[src/design/bdq_pkg.sv]
// shared types, codes and ring arithmetic for the bounded double-ended queue
// no dependencies; used by every design file through scoped names
package bdq_pkg;

  // queue geometry
  localparam int DEPTH = 16;
  localparam int IDX_W = (DEPTH > 1) ? $clog2(DEPTH) : 1;
  localparam int CNT_W = $clog2(DEPTH + 1);
  localparam int SUM_W = IDX_W + 1;

  // field widths
  localparam int REQ_W  = 2;
  localparam int WORD_W = 32;
  localparam int STAT_W = 2;
  localparam int OCC_W  = 5;

  // request kinds
  localparam logic [REQ_W-1:0] REQ_PUSH_FRONT = 2'd0;
  localparam logic [REQ_W-1:0] REQ_PUSH_BACK  = 2'd1;
  localparam logic [REQ_W-1:0] REQ_POP_FRONT  = 2'd2;
  localparam logic [REQ_W-1:0] REQ_POP_BACK   = 2'd3;

  // result status
  localparam logic [STAT_W-1:0] ST_OK    = 2'd0;
  localparam logic [STAT_W-1:0] ST_FULL  = 2'd1;
  localparam logic [STAT_W-1:0] ST_EMPTY = 2'd2;

  typedef struct packed {
    logic [REQ_W-1:0]         req_type;
    logic signed [WORD_W-1:0] data_in;
  } req_t;

  typedef struct packed {
    logic signed [WORD_W-1:0] data_out;
    logic [STAT_W-1:0]        status;
    logic [OCC_W-1:0]         occupancy;
  } rsp_t;

  // controller to datapath
  typedef struct packed {
    logic take;     // request transfer at this edge
    logic load_rd;  // load result from the memory read register
  } bdq_cmd_t;

  // datapath to controller
  typedef struct packed {
    logic pop_go;   // current request is a pop on a non-empty queue
  } bdq_stat_t;

  // (base + off) mod DEPTH, with base < DEPTH and off <= DEPTH
  function automatic logic [IDX_W-1:0] ring_add(logic [IDX_W-1:0] base,
                                                logic [CNT_W-1:0] off);
    logic [SUM_W-1:0] s;
    s = SUM_W'(base) + SUM_W'(off);
    if (s >= SUM_W'(DEPTH)) begin
      s = s - SUM_W'(DEPTH);
    end
    return s[IDX_W-1:0];
  endfunction

endpackage

[src/design/bounded_double_ended_queue.sv]
// Bounded double-ended queue of signed 32-bit words, bdq_pkg::DEPTH entries
// held in a ring with a head pointer and an entry count. Every request
// transfer (push front, push back, pop front, pop back) gives exactly one
// result transfer carrying the popped word (zero for pushes and refused pops),
// a status (ok, full, empty) and the occupancy after the request. Pushes and
// refused requests set result valid in the cycle after the request transfer;
// an accepted pop first passes a read wait state, as the ring memory has a
// registered read port and the popped word is only there in the cycle after
// the address is set. A request is taken only when no pop awaits its word
// and the result register is free or being emptied, so pushes run at one per
// cycle unless results stall. After reset the queue is empty; no clearing
// pass runs; the storage needs none, as only written entries are ever popped.
//
// depends on bdq_pkg, bdq_ctrl, bdq_dp
module bounded_double_ended_queue (
  input  logic          clk,
  input  logic          rst_n,
  // request channel
  input  logic          in_valid,
  output logic          in_ready,
  input  bdq_pkg::req_t in_payload,
  // result channel
  output logic          out_valid,
  input  logic          out_ready,
  output bdq_pkg::rsp_t out_payload
);

  // command and status between controller and datapath
  bdq_pkg::bdq_cmd_t  cmd;
  bdq_pkg::bdq_stat_t stat;

  // handshake and sequencing
  bdq_ctrl u_ctrl (
    .clk       (clk),
    .rst_n     (rst_n),
    .in_valid  (in_valid),
    .in_ready  (in_ready),
    .out_valid (out_valid),
    .out_ready (out_ready),
    .stat      (stat),
    .cmd       (cmd)
  );

  // ring storage, pointers and result register
  bdq_dp u_dp (
    .clk         (clk),
    .rst_n       (rst_n),
    .in_payload  (in_payload),
    .cmd         (cmd),
    .stat        (stat),
    .out_payload (out_payload)
  );

endmodule

[src/design/bdq_dp.sv]
// datapath: ring storage, head pointer, entry count and result register
// depends on bdq_pkg; driven by bdq_ctrl commands
module bdq_dp (
  input  logic              clk,
  input  logic              rst_n,
  input  bdq_pkg::req_t     in_payload,
  input  bdq_pkg::bdq_cmd_t cmd,
  output bdq_pkg::bdq_stat_t stat,
  output bdq_pkg::rsp_t     out_payload
);

  logic [bdq_pkg::WORD_W-1:0] mem [bdq_pkg::DEPTH];

  logic [bdq_pkg::IDX_W-1:0]  head_r, head_nxt;
  logic [bdq_pkg::CNT_W-1:0]  count_r, count_nxt;
  logic [bdq_pkg::WORD_W-1:0] rd_data_r;
  bdq_pkg::rsp_t              out_r, out_nxt;

  logic                       is_push, is_pop, full, empty;
  logic                       wr_en;
  logic [bdq_pkg::IDX_W-1:0]  wr_addr, rd_addr, head_dec, head_inc;
  logic [bdq_pkg::CNT_W-1:0]  back_off;
  logic [bdq_pkg::STAT_W-1:0] status;

  always_comb begin
    is_push  = (in_payload.req_type == bdq_pkg::REQ_PUSH_FRONT) ||
               (in_payload.req_type == bdq_pkg::REQ_PUSH_BACK);
    is_pop   = !is_push;
    full     = (count_r == bdq_pkg::CNT_W'(bdq_pkg::DEPTH));
    empty    = (count_r == '0);
    head_dec = (head_r == '0) ? bdq_pkg::IDX_W'(bdq_pkg::DEPTH - 1)
                              : head_r - 1'b1;
    head_inc = bdq_pkg::ring_add(head_r, bdq_pkg::CNT_W'(1));
    back_off = empty ? '0 : count_r - 1'b1;

    wr_addr = (in_payload.req_type == bdq_pkg::REQ_PUSH_FRONT) ? head_dec
              : bdq_pkg::ring_add(head_r, count_r);
    rd_addr = (in_payload.req_type == bdq_pkg::REQ_POP_FRONT) ? head_r
              : bdq_pkg::ring_add(head_r, back_off);
    wr_en   = cmd.take && is_push && !full;

    stat.pop_go = is_pop && !empty;

    head_nxt  = head_r;
    count_nxt = count_r;
    status    = bdq_pkg::ST_OK;
    if (is_push) begin
      if (full) begin
        status = bdq_pkg::ST_FULL;
      end else begin
        count_nxt = count_r + 1'b1;
        if (in_payload.req_type == bdq_pkg::REQ_PUSH_FRONT) begin
          head_nxt = head_dec;
        end
      end
    end else begin
      if (empty) begin
        status = bdq_pkg::ST_EMPTY;
      end else begin
        count_nxt = count_r - 1'b1;
        if (in_payload.req_type == bdq_pkg::REQ_POP_FRONT) begin
          head_nxt = head_inc;
        end
      end
    end

    out_nxt = out_r;
    if (cmd.load_rd) begin
      out_nxt.data_out  = rd_data_r;
      out_nxt.status    = bdq_pkg::ST_OK;
      out_nxt.occupancy = bdq_pkg::OCC_W'(count_r);
    end else if (cmd.take) begin
      out_nxt.data_out  = '0;
      out_nxt.status    = status;
      out_nxt.occupancy = bdq_pkg::OCC_W'(count_nxt);
    end
  end

  // ring storage, one write and one registered read port
  always_ff @(posedge clk) begin
    if (wr_en) begin
      mem[wr_addr] <= in_payload.data_in;
    end
    if (cmd.take) begin
      rd_data_r <= mem[rd_addr];
    end
  end

  always_ff @(posedge clk) begin
    if (!rst_n) begin
      head_r  <= '0;
      count_r <= '0;
    end else if (cmd.take) begin
      head_r  <= head_nxt;
      count_r <= count_nxt;
    end
  end

  always_ff @(posedge clk) begin
    out_r <= out_nxt;
  end

  assign out_payload = out_r;

endmodule

[src/design/bdq_ctrl.sv]
// controller: request handshake, memory read wait state and result valid
// depends on bdq_pkg; steers bdq_dp
module bdq_ctrl (
  input  logic               clk,
  input  logic               rst_n,
  input  logic               in_valid,
  output logic               in_ready,
  output logic               out_valid,
  input  logic               out_ready,
  input  bdq_pkg::bdq_stat_t stat,
  output bdq_pkg::bdq_cmd_t  cmd
);

  localparam logic S_IDLE = 1'b0;
  localparam logic S_RD   = 1'b1;

  logic state_r, state_nxt;
  logic out_valid_r, out_valid_nxt;

  always_comb begin
    in_ready    = (state_r == S_IDLE) && (!out_valid_r || out_ready);
    cmd.take    = in_valid && in_ready;
    cmd.load_rd = (state_r == S_RD);

    state_nxt = S_IDLE;
    if (cmd.take && stat.pop_go) begin
      state_nxt = S_RD;
    end

    out_valid_nxt = out_valid_r;
    if ((cmd.take && !stat.pop_go) || cmd.load_rd) begin
      out_valid_nxt = 1'b1;
    end else if (out_ready) begin
      out_valid_nxt = 1'b0;
    end
  end

  always_ff @(posedge clk) begin
    if (!rst_n) begin
      state_r     <= S_IDLE;
      out_valid_r <= 1'b0;
    end else begin
      state_r     <= state_nxt;
      out_valid_r <= out_valid_nxt;
    end
  end

  assign out_valid = out_valid_r;

endmodule

[config.mk]
export PLATFORM = sky130hd
export DESIGN_NAME = bounded_double_ended_queue
export DESIGN_NICKNAME = d
export VERILOG_FILES = /design/src/design/bdq_pkg.sv /design/src/design/bounded_double_ended_queue.sv /design/src/design/bdq_dp.sv /design/src/design/bdq_ctrl.sv
export SDC_FILE = /design/constraint.sdc
export NUM_CORES = 1
export LEC_CHECK = 0
export ABC_AREA = 1
export BUFFER_PORTS_ARGS = -buffer_cell sky130_fd_sc_hd__clkbuf_2
export CORE_ASPECT_RATIO = 1.25
export CORE_MARGIN = 4
export CORE_UTILIZATION = 55
export CTS_CLUSTER_SIZE = 10
export DETAILED_ROUTE_END_ITERATION = 12
export HOLD_SLACK_MARGIN = 0.03
export PLACE_DENSITY = 0.72
export SLEW_MARGIN = 10
export SYNTH_ARGS = -nofsm -noshare
export SYNTH_HDL_FRONTEND = slang
export SYNTH_SLANG_ARGS = --single-unit
[constraint.sdc]
create_clock -name clk -period 12.21 [get_ports clk]
set_clock_uncertainty 0.15 [all_clocks]
set_input_delay 2.442 -clock clk [delete_from_list [all_inputs] [get_ports clk]]
set_output_delay 2.442 -clock clk [all_outputs]
set_load 0.01 [all_outputs]
==> impl_metrics.toml <==
[status]
status = "finished clean"

[routing]
drc_errors = 0
drt-total-wl_microns = 63400
via_per_inst = 5.39
drt-pass1-iter-count = 6
drt-initial-drc-count = 1807
ant_nets = 0
wl_per_cell_microns = 18.7
num_vias = 18300

[place]
dp_slack_ns = 5.95
place_inst = 3305
place_area_sq_mm = 0.0275
port_buffers = 78
gp_congestion = 0.856
dp_hpwl_microns = 33800

[cts]
cts_setup_buffers = 0
htree_num_levels = 3
cts_resized = 0
clk_pin_slew_ns = 0.05
cts_tree = "done"
cts_sinks = 594
cts.hold.buffers_added = 0
cts_buffers = 69
cts-root-buf = "clkbuf_16"
worstSkewPairLatency_ns = 0.58
clk_path_buf_depth = 3

[synth]
syn_avg_cell_area_sq_um = 9.92
synthTopCellsByArea = "edfxtp_1, nand2_1, nand3_1, inv_1, buf_2"
synth-seq-area-share = 0.663
ys_async_sr_fraction = 0
synth_warnings = 0
synth_nets = 2744
synthCells = 2693
synth_edf_count = 581
yosysTopAreaCellShare = 0.653
ys_ff_latch = 594
synth_top_cell_by_area = "edfxtp_1"
synth_cell_types = 33
netlist_area_sq_mm = 0.0267
synth_ff_type = "edfxtp_1"

[pwr]
finalPower_mw = 5.48
power_density_mw_per_mm2 = 185
ir_worst_vdd_mv = 0.106
p_leak_nw = 13.4

[sta]
slew_headroom = 0.210
post-route-period-util = 0.475
setup_viol = 0
tightest_slew_ns = 1.18
setup_ws_ns = 6.41
max_clock_freq_ghz = 0.173
fin_setup_tns_ns = 0
holdWs_ns = 0.351
fin_crit_ns = 5.80
rsz0062_at_grt = "no"
slew_violations = 0
hold_viol = 0

[final_layout]
instances_no_fill = 3398
drive_above_1_share = 0.0802
seqCellArea_sq_mm = 0.0177
final_area_sq_mm = 0.0296
multiInputGateArea_sq_mm = 0.00632
layout_common_cells = "nand2_1, edfxtp_1, inv_1"
area_growth_pct = 10.7
fin_util = 0.613
final_common_cell = "nand2_1"
fin_nets = 2789
num-fill-cells = 3847
antennaDiodeCount = 0

[floorplan]
die_w_microns = 205
io_pins = 79
fp.coreArea_sq_mm = 0.0482
die_h_microns = 254
fp.dieArea_sq_mm = 0.0522
rows = 90
start_util = 0.554

[global_routing]
grt_max_degree = 142
grt_pass1_vias = 18000
grt_first_pass_wirelength_microns = 98100
antenna_found_initial = 0
grt_overflow = 0
grt_use_total = 0.242

[critical_path]
cp-start-kind = "primary input"
critical_path_class = "primary input to register"
cp.arrival_ns = 5.97
end_kind = "register"
cp.required_ns = 12.39
cp_max_fo = 141

[min_path]
hold_path.class = "register to register"

[job]
maxCapViolations = 0
[layout make-up]
cell class / count / share of cell area
tap: 644 / 0.0273
timing repair buffer: 106 / 0.0229
inverter: 576 / 0.0731
clock inverter: 5 / 0.00271
multi-input combinational: 1391 / 0.214
clock buffer: 82 / 0.0615
sequential: 594 / 0.599
[critical path, stage by stage]
cell	delay, ns
clkbuf_2	0.27
nand2_4	0.27
nand2_4	0.38
nand2_8	0.81
buf_4	0.86
nand2_1	0.14
nand3_1	0.14
nand2_1	0.07
nand2_1	0.07
nand2_1	0.08
nand3_1	0.08
nand2_1	0.06
[registers in the layout, indices dropped and copies added (netlist names)]
register,count
u_ctrl.state_r,1
u_dp.rd_data_r,32
u_ctrl.out_valid,1
u_dp.head_r,4
u_dp.mem,512
u_dp.out_payload,39
u_dp.count_r,5
[synthesized netlist by cell type, types with 3 or more instances]
library cell and n:
buf_4 28, edfxtp_1 581, clkbuf_1 17, ha_1 11, nand2_2 4, nand2_1 815
o21ai_1 3, xnor2_1 4, nor2_1 28, nand3_1 470, a21oi_1 14, buf_1 5
o211ai_1 3, inv_2 4, inv_1 571, xor2_1 5, buf_2 81, dfxtp_1 13
o21ai_0 17
[cells by family after synthesis]
kind of cell / Yosys count / share of synthesized area
flip-flops: 594 / 0.663
AND/OR/NAND/NOR: 1331 / 0.213
XOR/XNOR: 9 / 0.00295
buffers and inverters: 708 / 0.108
adder cells (fa/ha/maj): 13 / 0.00665
AO/OA/AOI/OAI: 38 / 0.00745
[path summary, 6_finish.rpt]
path | start | to | slack, ns | cells past startpoint
min | u_dp.rd_data_r[6] | u_dp.out_payload[13] | 0.35 | 2
max | in_payload[33] | u_dp.rd_data_r[0] | 6.41 | 12
max reg2reg | u_dp.count_r[0] | u_dp.rd_data_r[7] | 7.26 | 16
min reg2reg | u_dp.rd_data_r[6] | u_dp.out_payload[13] | 0.35 | 2
[where the power goes]
group	total [mW]	internal, mW	leakage (nW)	switching [mW]
Clock	1.80	1.06	0.925	0.739
Combinational	1.27	0.356	7.04	0.915
Sequential	2.41	2.37	5.41	0.0422
Total	5.48	3.78	13.4	1.70
[per-layer routing]
| layer | GRT usage | wire [microns] | up-vias |
|---|---|---|---|
| met5 | 0 | 0 | - |
| li1 | - | - | 8624 |
| met1 | 0.309 | 24900 | 8746 |
| met2 | 0.422 | 31700 | 796 |
| met3 | 0.0332 | 4640 | 134 |
| met4 | 0.0984 | 2160 | 0 |
(Power assumes the default switching activity.)
